==> src/hw/rtl/utfb_pkg.sv <==
// utfb_pkg: shared types and constants for the UTF-8 text frame builder.
// Used by utfb_framer, utfb_burst and utf8_text_frame_builder; no dependencies.
package utfb_pkg;

  // Item kinds on the input channel
  localparam logic KIND_START = 1'b0;
  localparam logic KIND_TEXT  = 1'b1;

  // Frame header constants
  localparam logic [7:0] HDR_SYNC = 8'hFD;
  localparam logic [7:0] HDR_ZERO = 8'h00;
  localparam logic [7:0] LEN_BIAS = 8'h03;

  // Division by three of a 9-bit length: (len * 683) >> 11 is exact below 512
  localparam logic [9:0] DIV3_MUL   = 10'd683;
  localparam int         DIV3_SHIFT = 11;

  // Register indexes on the configuration port (byte address 4*index)
  localparam logic [1:0] REG_COMMAND  = 2'd0;
  localparam logic [1:0] REG_ENCODING = 2'd1;
  localparam logic [1:0] REG_MUSIC    = 2'd2;

  // Register reset values
  localparam logic [7:0] CMD_RESET   = 8'h01;
  localparam logic [2:0] ENC_RESET   = 3'd3;
  localparam logic [4:0] MUSIC_RESET = 5'd0;

  // Group phases of the UTF-8 folding
  localparam logic [1:0] PH_FIRST  = 2'd0;
  localparam logic [1:0] PH_SECOND = 2'd1;
  localparam logic [1:0] PH_THIRD  = 2'd2;

  // Most result bytes one item can cause
  localparam logic [2:0] BURST_MAX = 3'd6;

  // Bytes produced by one item, slot 0 leaves first
  typedef struct packed {
    logic [5:0][7:0] bytes;
    logic [2:0]      cnt;
    logic            fend;   // last byte of the burst is the check byte
  } burst_t;

endpackage

==> src/hw/rtl/utfb_framer.sv <==
// utfb_framer: frame state (length countdown, UTF-8 group holds, running XOR)
// and the byte burst each item produces. Depends on utfb_pkg.
module utfb_framer (
  input  logic                clk,
  input  logic                rst_n,
  input  logic                item_take,    // item leaves the input register
  input  logic                item_kind,
  input  logic [8:0]          item_length,
  input  logic [7:0]          item_quot,    // item_length / 3
  input  logic [7:0]          item_byte,
  input  logic [7:0]          command_code,
  input  logic [2:0]          text_encoding,
  input  logic [4:0]          music_select,
  output utfb_pkg::burst_t    burst
);

  logic       active_r, active_nxt;
  logic [8:0] remain_r, remain_nxt;
  logic [1:0] phase_r, phase_nxt;
  logic [7:0] hold1_r, hold1_nxt;
  logic [7:0] hold2_r, hold2_nxt;
  logic [7:0] xor_r, xor_nxt;

  logic [7:0] len_byte;
  logic [7:0] param_byte;
  logic [7:0] hi_byte;
  logic [7:0] lo_byte;
  logic [7:0] acc;

  assign len_byte   = {item_quot[6:0], 1'b0} + utfb_pkg::LEN_BIAS;
  assign param_byte = {music_select, text_encoding};
  assign hi_byte    = {hold1_r[3:0], hold2_r[5:2]};
  assign lo_byte    = {hold2_r[1:0], item_byte[5:0]};

  // Burst and next state for the item in the input register
  always_comb begin
    active_nxt = active_r;
    remain_nxt = remain_r;
    phase_nxt  = phase_r;
    hold1_nxt  = hold1_r;
    hold2_nxt  = hold2_r;
    xor_nxt    = xor_r;
    acc        = xor_r;
    burst      = '0;
    if (item_kind == utfb_pkg::KIND_START) begin
      burst.bytes[0] = utfb_pkg::HDR_SYNC;
      burst.bytes[1] = utfb_pkg::HDR_ZERO;
      burst.bytes[2] = len_byte;
      burst.bytes[3] = command_code;
      burst.bytes[4] = param_byte;
      burst.cnt      = 3'd5;
      acc = utfb_pkg::HDR_SYNC ^ utfb_pkg::HDR_ZERO ^ len_byte ^ command_code ^ param_byte;
      remain_nxt = item_length;
      phase_nxt  = utfb_pkg::PH_FIRST;
      hold1_nxt  = '0;
      hold2_nxt  = '0;
      active_nxt = 1'b1;
      xor_nxt    = acc;
      // empty text closes the frame at once
      if (item_length == '0) begin
        burst.bytes[5] = acc;
        burst.cnt      = utfb_pkg::BURST_MAX;
        burst.fend     = 1'b1;
        active_nxt     = 1'b0;
        xor_nxt        = '0;
      end
    end else if (active_r) begin
      remain_nxt = remain_r - 9'd1;
      case (phase_r)
        utfb_pkg::PH_FIRST: begin
          hold1_nxt = item_byte;
          phase_nxt = utfb_pkg::PH_SECOND;
        end
        utfb_pkg::PH_SECOND: begin
          hold2_nxt = item_byte;
          phase_nxt = utfb_pkg::PH_THIRD;
        end
        default: begin
          // third byte completes the group (unreachable phase behaves alike)
          burst.bytes[0] = hi_byte;
          burst.bytes[1] = lo_byte;
          burst.cnt      = 3'd2;
          acc            = xor_r ^ hi_byte ^ lo_byte;
          phase_nxt      = utfb_pkg::PH_FIRST;
        end
      endcase
      xor_nxt = acc;
      // last declared byte: append the check byte
      if (remain_nxt == '0) begin
        if (burst.cnt == '0) begin
          burst.bytes[0] = acc;
        end else begin
          burst.bytes[2] = acc;
        end
        burst.cnt  = burst.cnt + 3'd1;
        burst.fend = 1'b1;
        active_nxt = 1'b0;
        phase_nxt  = utfb_pkg::PH_FIRST;
        xor_nxt    = '0;
      end
    end
  end

  // Frame state registers
  always_ff @(posedge clk) begin
    if (!rst_n) begin
      active_r <= 1'b0;
      remain_r <= '0;
      phase_r  <= utfb_pkg::PH_FIRST;
      hold1_r  <= '0;
      hold2_r  <= '0;
      xor_r    <= '0;
    end else if (item_take) begin
      active_r <= active_nxt;
      remain_r <= remain_nxt;
      phase_r  <= phase_nxt;
      hold1_r  <= hold1_nxt;
      hold2_r  <= hold2_nxt;
      xor_r    <= xor_nxt;
    end
  end

endmodule

==> src/hw/rtl/utfb_burst.sv <==
// utfb_burst: result register holding one item's burst, sent one byte per beat.
// Depends on utfb_pkg.
module utfb_burst (
  input  logic              clk,
  input  logic              rst_n,
  input  logic              load,
  input  utfb_pkg::burst_t  burst,
  input  logic              out_stall,
  output logic              out_valid,
  output logic [7:0]        out_frame_byte,
  output logic              out_run_last,
  output logic              out_frame_end,
  output logic              free          // can take a new burst this cycle
);

  logic [5:0][7:0] bytes_r;
  logic [2:0]      cnt_r;
  logic            fend_r;
  logic            take;

  assign take           = out_valid && !out_stall;
  assign out_valid      = (cnt_r != '0);
  assign out_frame_byte = bytes_r[0];
  assign out_run_last   = (cnt_r == 3'd1);
  assign out_frame_end  = out_run_last && fend_r;
  assign free           = (cnt_r == '0) || (out_run_last && !out_stall);

  // Count of bytes still to send
  always_ff @(posedge clk) begin
    if (!rst_n) begin
      cnt_r <= '0;
    end else if (load) begin
      cnt_r <= burst.cnt;
    end else if (take) begin
      cnt_r <= cnt_r - 3'd1;
    end
  end

  // Byte slots shift towards slot 0 on each beat
  always_ff @(posedge clk) begin
    if (load) begin
      bytes_r <= burst.bytes;
      fend_r  <= burst.fend;
    end else if (take) begin
      bytes_r <= {8'h00, bytes_r[5:1]};
    end
  end

  a_cnt_range: assert property (@(posedge clk) disable iff (!rst_n)
    cnt_r <= utfb_pkg::BURST_MAX)
    else $error("burst count beyond six");

  a_load_only_free: assert property (@(posedge clk) disable iff (!rst_n)
    load |-> free)
    else $error("burst loaded over unsent bytes");

endmodule

==> src/hw/rtl/utf8_text_frame_builder.sv <==
// utf8_text_frame_builder: top level; input register, configuration registers,
// framer and result burst. Depends on utfb_pkg, utfb_framer, utfb_burst.
//
// Each accepted item lands in an input register, where a start item's length is
// already divided by three; the framer turns it into a burst of up to six frame
// bytes (five header bytes and, for an empty text, a check byte for a start; up
// to two UCS-2 bytes and a check byte for text), loaded into the result register
// once that is free and sent one byte per beat, so the output port sets the rate;
// an item causing no bytes leaves the input register without waiting. A new item
// is accepted while the previous burst is still being sent, and the input register
// hands over as the last byte of a burst leaves. An item passes the input register
// and then the result register before its first byte appears. Config registers are
// at byte addresses 0 (command), 4 (encoding) and 8 (music); pready is always high.
module utf8_text_frame_builder (
  input  logic        clk,
  input  logic        rst_n,
  // input channel
  input  logic        in_valid,
  output logic        in_stall,
  input  logic        in_kind,
  input  logic [8:0]  in_text_length,
  input  logic [7:0]  in_text_byte,
  // result channel
  output logic        out_valid,
  input  logic        out_stall,
  output logic [7:0]  out_frame_byte,
  output logic        out_run_last,
  output logic        out_frame_end,
  // configuration port
  input  logic        psel,
  input  logic        penable,
  input  logic        pwrite,
  input  logic [3:0]  paddr,
  input  logic [31:0] pwdata,
  output logic [31:0] prdata,
  output logic        pready
);

  logic [7:0]  cmd_r;
  logic [2:0]  enc_r;
  logic [4:0]  music_r;
  logic        cfg_write;
  logic [1:0]  cfg_index;

  logic        in_v_r;
  logic        kind_r;
  logic [8:0]  len_r;
  logic [7:0]  quot_r;
  logic [7:0]  tbyte_r;
  logic [18:0] div_prod;
  logic        in_take;
  logic        advance;

  utfb_pkg::burst_t burst;
  logic        burst_free;

  // Configuration registers
  assign pready    = 1'b1;
  assign cfg_write = psel && penable && pwrite;
  assign cfg_index = paddr[3:2];

  always_ff @(posedge clk) begin
    if (!rst_n) begin
      cmd_r   <= utfb_pkg::CMD_RESET;
      enc_r   <= utfb_pkg::ENC_RESET;
      music_r <= utfb_pkg::MUSIC_RESET;
    end else if (cfg_write) begin
      case (cfg_index)
        utfb_pkg::REG_COMMAND:  cmd_r   <= pwdata[7:0];
        utfb_pkg::REG_ENCODING: enc_r   <= pwdata[2:0];
        utfb_pkg::REG_MUSIC:    music_r <= pwdata[4:0];
        default: ;
      endcase
    end
  end

  always_comb begin
    case (cfg_index)
      utfb_pkg::REG_COMMAND:  prdata = {24'h0, cmd_r};
      utfb_pkg::REG_ENCODING: prdata = {29'h0, enc_r};
      utfb_pkg::REG_MUSIC:    prdata = {27'h0, music_r};
      default:                prdata = '0;
    endcase
  end

  // Input register; a length is divided by three on the way in
  assign div_prod = {10'h000, in_text_length} * {9'h000, utfb_pkg::DIV3_MUL};
  assign advance  = in_v_r && (burst_free || (burst.cnt == '0));
  assign in_stall = in_v_r && !advance;
  assign in_take  = in_valid && !in_stall;

  always_ff @(posedge clk) begin
    if (!rst_n) begin
      in_v_r <= 1'b0;
    end else if (in_take) begin
      in_v_r <= 1'b1;
    end else if (advance) begin
      in_v_r <= 1'b0;
    end
  end

  always_ff @(posedge clk) begin
    if (in_take) begin
      kind_r  <= in_kind;
      len_r   <= in_text_length;
      quot_r  <= div_prod[utfb_pkg::DIV3_SHIFT +: 8];
      tbyte_r <= in_text_byte;
    end
  end

  utfb_framer u_framer (
    .clk           (clk),
    .rst_n         (rst_n),
    .item_take     (advance),
    .item_kind     (kind_r),
    .item_length   (len_r),
    .item_quot     (quot_r),
    .item_byte     (tbyte_r),
    .command_code  (cmd_r),
    .text_encoding (enc_r),
    .music_select  (music_r),
    .burst         (burst)
  );

  utfb_burst u_burst (
    .clk            (clk),
    .rst_n          (rst_n),
    .load           (advance && (burst.cnt != '0)),
    .burst          (burst),
    .out_stall      (out_stall),
    .out_valid      (out_valid),
    .out_frame_byte (out_frame_byte),
    .out_run_last   (out_run_last),
    .out_frame_end  (out_frame_end),
    .free           (burst_free)
  );

  a_end_is_last: assert property (@(posedge clk) disable iff (!rst_n)
    out_frame_end |-> out_run_last)
    else $error("check byte not at end of burst");

  a_stall_needs_item: assert property (@(posedge clk) disable iff (!rst_n)
    in_stall |-> in_v_r)
    else $error("input stalled with empty input register");

  a_reset_quiet: assert property (@(posedge clk)
    !rst_n |=> !out_valid && !in_v_r)
    else $error("beat pending after reset");

endmodule
==> config.mk <==
export PLATFORM = sky130hd
export DESIGN_NAME = utf8_text_frame_builder
export DESIGN_NICKNAME = d
export VERILOG_FILES = /design/src/hw/rtl/utfb_pkg.sv /design/src/hw/rtl/utfb_framer.sv /design/src/hw/rtl/utfb_burst.sv /design/src/hw/rtl/utf8_text_frame_builder.sv
export SDC_FILE = /design/constraint.sdc
export NUM_CORES = 1
export LEC_CHECK = 0
export ABC_AREA = 1
export BUFFER_PORTS_ARGS = -buffer_cell sky130_fd_sc_hd__buf_2
export CAP_MARGIN = 20
export CORE_MARGIN = 1.5
export CORE_UTILIZATION = 50
export CTS_CLUSTER_DIAMETER = 50
export CTS_CLUSTER_SIZE = 16
export DETAILED_ROUTE_END_ITERATION = 12
export PLACE_DENSITY_LB_ADDON = 0.2
export SETUP_SLACK_MARGIN = 0.05
export SLEW_MARGIN = 20
export SYNTH_ARGS = -nofsm -noshare
export SYNTH_HDL_FRONTEND = slang
export SYNTH_HIERARCHICAL = 1
export SYNTH_SLANG_ARGS = --single-unit
==> constraint.sdc <==
create_clock -name clk -period 6.7 [get_ports clk]
set_input_delay 1.005 -clock clk [delete_from_list [all_inputs] [get_ports clk]]
set_output_delay 1.005 -clock clk [all_outputs]
set_load 0.01 [all_outputs]
==> flow_summary.json, run 1 <==
{
  "status": "complete, no violations",
  "stdcell_area_mm2": 0.00893,
  "start_util_pct": 51.2,
  "cp_top_family": "adder cells",
  "firstDrtPassIters": 5,
  "hold_buffers": 0,
  "rsz0062_at_grt": "no",
  "final_max_slew_viol_count": 0,
  "fin_setup_tns_ps": 0,
  "grt_max_degree": 55,
  "timing.slew.headroom_pct": 37.6,
  "grt_pass1_vias": 6147,
  "max_freq_mhz": 245,
  "cts_buffers": 17,
  "area_growth_pct": 9.82,
  "crit_buf_inv": 3,
  "worstSetupStartpointType": "input pin",
  "drc_errors": 0,
  "worst_pin_slew_ps": 934,
  "post_drt_wl_per_cell_um": 13.1,
  "hold_path.class": "reg2reg",
  "row_count": 46,
  "cts-htree-levels": 4,
  "clock_latency_ps": 420,
  "yosys_warnings": 6,
  "path_class": "in2reg",
  "power_mw": 3.31,
  "final_common_cell": "nand2_1",
  "syn_avg_cell_area_um2": 7.73,
  "final_layout_size_suffix_gt1_share_pct": 11.0,
  "fillCellCount": 1564,
  "ir_drop_mv": 0.177,
  "dpl_cell_area_mm2": 0.00834,
  "final_cell_mix": "nand2_1, inv_1, nor2_1",
  "numClockSinks": 122,
  "setup_violations": 0,
  "viasPerCell": 4.94,
  "critical_path.cell_chain": "buf_2 -> ha_1 -> inv_1 -> fa_1 -> fa_1 -> inv_1 -> fa_1 -> ha_1 -> a21oi_1 -> o21ai_0 -> a21oi_1 -> nand2_1 -> nand2_1 -> nand2_1",
  "die_h_um": 131,
  "pre_cts_slack_ps": 2220,
  "cp_slowest_stage_delay_ps": 550,
  "die_w_um": 131,
  "grt_usage_pct": 22.0,
  "clockBufferDepth": 2,
  "r2r_cells": 10,
  "p_leak_nw": 4.25,
  "io_pins": 106,
  "setup_slack_ps": 2620,
  "cts_resized": 0,
  "syn_inst": 1051,
  "synth_area_mm2": 0.00813,
  "clk_pin_slew_ps": 60,
  "drt-total-wl_mm": 17.3,
  "final_hold_viol_count": 0,
  "grt_pass1_wl_mm": 29.5,
  "routabilityCongestion": 0.890,
  "final_cells": 1315,
  "min_period_over_period_pct": 60.9,
  "whs_path_depth": 2,
  "final_nets": 1215,
  "r2r_start": "kind_r",
  "core_area_mm2": 0.0159,
  "drv_cap": 0,
  "ant_nets": 0,
  "hold_ws_ps": 489,
  "worst-r2r-setup-slack_ps": 2700,
  "skew_ps": 9.21,
  "fin_crit_ps": 4080,
  "r2r_end": "u_burst/bytes_r[31]",
  "cp-end-kind": "register",
  "cts_setup_buffers": 0,
  "placed_cells": 1283,
  "drtIter0Drc": 503,
  "cts_tree": "done",
  "grt-ovfl-total": 0,
  "antenna_cells": 0,
  "cpMaxStageDelayCell": "fa_1",
  "required_ps": 6870,
  "vias": 6501,
  "antenna_found_initial": 0,
  "p_per_area_mw_per_mm2": 371,
  "dp_hpwl_mm": 12.5,
  "hp-start": "u_burst/cnt_r[1]",
  "final_core_util_pct": 56.2,
  "clockRootBuffer": "clkbuf_16",
  "min_to": "u_burst/cnt_r[1]",
  "critPathArrivalTime_ps": 4260,
  "portBuffers": 52,
  "die-area_mm2": 0.0170,
  "path_max_fanout": 4
}
[report_power, final]
part	internal (mW)	switching, mW
combinational	0.405	0.790
sequential	1.11	0.105
clock	0.559	0.341
[how the worst max path moves through the flow]
stage | start | endpoint | depth (start not counted)
2_1_floorplan | in_text_length[3] | quot_r[6] | 13
3_3_place_gp | in_text_length[3] | quot_r[6] | 14
3_5_place_dp | in_text_length[3] | quot_r[6] | 14
4_1_cts | in_text_length[3] | quot_r[6] | 14
5_1_grt | in_text_length[3] | quot_r[6] | 14
6_report | in_text_length[3] | quot_r[6] | 14
[cell type report]
type | instances | area (µm²) | area share [%]
clock buffers | 19 | 443 | 4.96
clock inverters | 13 | 144 | 1.61
inverters | 142 | 543 | 6.08
multi-input cells | 749 | 4090 | 45.8
flip-flops and latches | 122 | 3160 | 35.4
well taps | 216 | 270 | 3.03
repair buffers | 54 | 275 | 3.08
[sequential cells by signal, indices dropped and copies added (netlist names), 2 cells and up]
| name | flops |
|---|---|
| u_burst/bytes_r | 40 |
| len_r | 9 |
| u_framer/remain_r | 9 |
| cmd_r | 8 |
| u_burst/out_frame_byte | 8 |
| u_framer/xor_r | 8 |
| quot_r | 7 |
| tbyte_r | 6 |
| u_framer/hold2_r | 6 |
| music_r | 5 |
| u_framer/hold1_r | 4 |
| enc_r | 3 |
| u_burst/cnt_r | 3 |
| u_framer/phase_r | 2 |
[routing by layer]
layer,vias to the layer above,share of wire [%],track usage [%]
li1,3354,-,-
met1,2992,48,29.2
met2,142,47,37.2
met3,13,3.7,4.23
met4,0,1.0,5.24
met5,-,0,0
[worst reg2reg max path: stages, from the launching register on]
cell	delay (ps)
edfxtp_1	320
buf_4	450
inv_2	380
nand2_1	490
nand2_1	140
or3_1	440
a21boi_1	400
nand2_1	100
inv_1	180
inv_8	140
nand2_4	540
Power figures use the tool's default switching activity.
==> run 2: changes to the inputs <==
ABC_AREA = 0   (was 1)
clock period = 4.1 ns   (was 6.7 ns; I/O delays follow)
==> flow_summary.json, run 2 <==
{
  "status": "complete, no violations",
  "firstDrtPassIters": 5,
  "drtIter0Drc": 504,
  "gr-usage-met2_pct": 36.7,
  "drv_cap": 0,
  "die_h_um": 130,
  "clockRootBuffer": "clkbuf_16",
  "r2r_start": "u_framer/remain_r[1]",
  "worstSetupStartpointType": "input pin",
  "seqPwrFrac_pct": 36.0,
  "path_max_fanout": 4,
  "min_period_over_period_pct": 94.1,
  "power_mw": 4.93,
  "drt-total-wl_mm": 18.2,
  "p_sw_mw": 1.58,
  "post_drt_wl_per_cell_um": 17.0,
  "yosys_warnings": 6,
  "final_layout_size_suffix_gt1_share_pct": 23.2,
  "final_hold_viol_count": 0,
  "cts-htree-levels": 4,
  "reg_top3": "u_burst/bytes_r x40, len_r x9, u_framer/remain_r x9",
  "switching_share_pct": 32.2,
  "hp-start": "in_kind",
  "rsz0062_at_grt": "no",
  "power.share.clock_pct": 30.0,
  "cts_setup_buffers": 0,
  "final_nets": 971,
  "crit_path_start": "in_text_length[3]",
  "met3_usage_pct": 4.26,
  "synth_area_mm2": 0.00807,
  "whs_path_depth": 1,
  "dp_hpwl_mm": 13.1,
  "viasPerCell": 5.45,
  "area_growth_pct": 14.0,
  "largest-register": "u_burst/bytes_r",
  "intPower_mw": 3.34,
  "vias": 5839,
  "row_count": 46,
  "hold_buffers": 0,
  "core_area_mm2": 0.0158,
  "skew_ps": 10.7,
  "grt_max_degree": 60,
  "final_cell_mix": "edfxtp_1, buf_2, dfxtp_1",
  "critPathArrivalTime_ps": 4080,
  "grt_pass1_wl_mm": 29.5,
  "start_util_pct": 51.0,
  "antenna_cells": 0,
  "fin_crit_ps": 3860,
  "cts_resized": 0,
  "clock_latency_ps": 420,
  "r2r_cells": 15,
  "grt_usage_pct": 22.7,
  "p_leak_nw": 3.82,
  "met1_usage_pct": 30.3,
  "syn_inst": 775,
  "syn_avg_cell_area_um2": 10.4,
  "clockBufferDepth": 2,
  "ant_nets": 0,
  "path_class": "in2reg",
  "antenna_found_initial": 0,
  "final_common_cell": "edfxtp_1",
  "combPwrFrac_pct": 34.0,
  "ir_drop_mv": 0.349,
  "setup_violations": 0,
  "grt_pass1_vias": 5769,
  "cts_buffers": 17,
  "io_pins": 106,
  "largest_reg_flops": 40,
  "fin_setup_tns_ps": 0,
  "routabilityCongestion": 0.859,
  "grt-ovfl-total": 0,
  "timing.slew.headroom_pct": 45.6,
  "worst_pin_slew_ps": 815,
  "fillCellCount": 1348,
  "portBuffers": 52,
  "cts_tree": "done",
  "die-area_mm2": 0.0169,
  "p_per_area_mw_per_mm2": 535,
  "cp-end-kind": "register",
  "grt_busiest_layer": "met2",
  "die_w_um": 130,
  "numClockSinks": 122,
  "hold_path.class": "in2reg",
  "drc_errors": 0,
  "final_max_slew_viol_count": 0,
  "clk_pin_slew_ps": 60,
  "required_ps": 4320,
  "max_freq_mhz": 259
}
## run 2: worst paths after layout
check | end | slack, ps
worst max register to register | u_framer/remain_r[0] | 420
worst min-delay path | kind_r | 380
worst max-delay path | quot_r[4] | 240
worst min register to register | u_framer/hold2_r[4] | 510
## run 2: stage by stage
step / instance area (µm²) / hold slack, ps / cells / worst slack, ps / util, %
finish: 9200 / 377 / 1071 / 242 / 58.2
global route: 9200 / 364 / 1071 / 75.3 / 58.2
floorplan: 8180 / 457 / 798 / 83.9 / -
detailed placement: 8610 / 499 / 1039 / -180 / 54.4
CTS: 9200 / 363 / 1071 / 245 / 58.2
global placement: 8610 / 470 / 1039 / -154 / 54.4
## run 2: critical path, stage by stage
cell,delay (ps)
buf_2,110
ha_1,300
inv_1,130
fa_1,480
fa_1,550
inv_1,50
fa_1,480
ha_1,330
nand3_1,80
nor2_1,60
a221o_1,390
or4_1,400
o311ai_1,100
## run 2: routing by layer
layer	part of all wire [%]	vias up
li1	-	2822
met5	0	-
met4	2.5	0
met1	46	2808
met3	4.5	33
met2	47	176
## run 2: power groups by stage
stage          registers (mW)  clock network (mW)  logic, mW
6_report                 1.77                1.48       1.68
5_1_grt                  1.80                1.55       1.87
3_5_place_dp             1.80                   0       1.67
3_3_place_gp             1.79                   0       1.62
4_1_cts                  1.77                1.49       1.68
2_1_floorplan            1.74                   0       1.28
## run 2: final cells by class
cell class	instances	area (µm²)	share of cell area (%)
Multi-Input combinational cell	556	4390	47.7
Sequential cell	122	3160	34.4
Timing Repair Buffer	94	588	6.39
Clock buffer	24	546	5.93
Tap cell	216	270	2.94
Inverter	51	191	2.08
Clock inverter	8	51.3	0.557
==> run 3: changes to the inputs <==
CTS_BUF_LIST = sky130_fd_sc_hd__clkbuf_2 sky130_fd_sc_hd__clkbuf_4 sky130_fd_sc_hd__clkbuf_8   (was unset)
==> flow_summary.json, run 3 (synthesis gave the netlist of run 2 again) <==
{
  "status": "complete, no violations",
  "crit_path_start": "u_framer/remain_r[0]",
  "drtIter0Drc": 447,
  "drc_errors": 0,
  "reg_top3": "u_burst/bytes_r x40, len_r x9, u_framer/remain_r x9",
  "cp-end-kind": "output pin",
  "dpl_cell_area_mm2": 0.00861,
  "cp_top_family": "simple AND/OR/NAND/NOR gates",
  "crit_buf_inv": 1,
  "min_period_over_period_pct": 93.5,
  "final_core_util_pct": 57.1,
  "placed_cells": 1039,
  "hp-start": "in_kind",
  "final_hold_viol_count": 0,
  "fin_setup_tns_ps": 0,
  "largest-register": "u_burst/bytes_r",
  "grt-ovfl-total": 0,
  "portBuffers": 52,
  "worst_pin_slew_ps": 784,
  "io_pins": 106,
  "firstDrtPassIters": 5,
  "r2r_start": "u_framer/remain_r[0]",
  "fin_crit_ps": 3830,
  "dp_hpwl_mm": 13.1,
  "path_class": "reg2out",
  "start_util_pct": 51.0,
  "antenna_found_initial": 0,
  "core_area_mm2": 0.0158,
  "ant_nets": 0,
  "final_max_slew_viol_count": 0,
  "critical_path.cell_chain": "ha_1 -> or4b_4 -> nor4_2 -> a22oi_2 -> or2_1 -> o21ai_0 -> nor3_1 -> nor2_1 -> and2_1 -> buf_2",
  "numClockSinks": 122,
  "final_cell_mix": "edfxtp_1, buf_2, dfxtp_1",
  "grt_pass1_vias": 5725,
  "final_common_cell": "edfxtp_1",
  "vias": 5841,
  "grt_max_degree": 60,
  "worst-r2r-setup-slack_ps": 440,
  "clock_latency_ps": 460,
  "setup_violations": 0,
  "path_max_fanout": 6,
  "max_freq_mhz": 261,
  "post_drt_wl_per_cell_um": 16.8,
  "p_leak_nw": 3.74,
  "antenna_cells": 0,
  "hold_ws_ps": 336,
  "grt_usage_pct": 22.7,
  "final_nets": 971,
  "cts_resized": 0,
  "clockRootBuffer": "clkbuf_8",
  "area_growth_pct": 11.9,
  "hold_buffers": 0,
  "cpMaxStageDelayCell": "or4b_4",
  "largest_reg_flops": 40,
  "rsz0062_at_grt": "no",
  "die_w_um": 130,
  "worstSetupStartpointType": "register",
  "final_cells": 1071,
  "timing.slew.headroom_pct": 47.6,
  "viasPerCell": 5.45,
  "routabilityCongestion": 0.859,
  "critPathArrivalTime_ps": 3220,
  "stdcell_area_mm2": 0.00903,
  "required_ps": 3480,
  "row_count": 46,
  "skew_ps": 17.9,
  "clk_pin_slew_ps": 70,
  "hold_path.class": "in2reg",
  "grt_pass1_wl_mm": 29.4,
  "drv_cap": 0,
  "final_layout_size_suffix_gt1_share_pct": 23.3,
  "cp_slowest_stage_delay_ps": 470,
  "cts-htree-levels": 4,
  "cts_buffers": 17,
  "ir_drop_mv": 0.262,
  "die_h_um": 130,
  "cts_setup_buffers": 0,
  "drt-total-wl_mm": 18.0,
  "cts_tree": "done",
  "die-area_mm2": 0.0169,
  "clockBufferDepth": 2,
  "p_per_area_mw_per_mm2": 509
}
-- run 3: final timing paths --
| kind | endpoint | cells past startpoint |
|---|---|---|
| setup / recovery | in_stall | 10 |
| hold / removal | kind_r | 1 |
| setup reg to reg | u_framer/remain_r[0] | 14 |
| hold reg to reg | u_framer/hold2_r[4] | 2 |
-- run 3: final cells by class --
cell class | count | area, µm²
inverters | 51 | 191
fillers | 1375 | 6800
well taps | 216 | 270
multi-input cells | 556 | 4390
repair buffers | 94 | 588
clock inverters | 11 | 141
clock buffers | 21 | 283
flip-flops and latches | 122 | 3160
-- run 3: worst register-to-register path, stage by stage, from the launching register on --
cell and delay [ps]:
dfxtp_1 430, ha_1 170, or4b_4 470, nor4_2 220, a22oi_2 150, or2_1 240, o21ai_0 420, nor3_1 180
nor2_1 140, nor2b_1 70, buf_4 160, o21ai_1 420, a21oi_1 120, mux2_2 310, nor2_1 90
-- run 3: layer usage --
layer | routed length [µm] | GRT usage, % | vias to the layer above
li1 | - | - | 2824
met2 | 8500 | 36.6 | 193
met5 | 0 | 0 | -
met3 | 828 | 3.98 | 39
met4 | 505 | 9.87 | 0
met1 | 8190 | 30.3 | 2785
-- run 3: report_power, final --
group	internal (mW)	switching, mW
logic	0.785	0.889
clock network	0.654	0.501
registers	1.63	0.144
-- run 3: stage by stage --
| stage | power (mW) | setup WS (ps) |
|---|---|---|
| final | 4.60 | 268 |
| after CTS | 4.62 | 245 |
| after floorplan | 3.01 | 83.9 |
| after detailed placement | 3.46 | -180 |
| after global placement | 3.41 | -154 |
| after global routing | 4.89 | 118 |
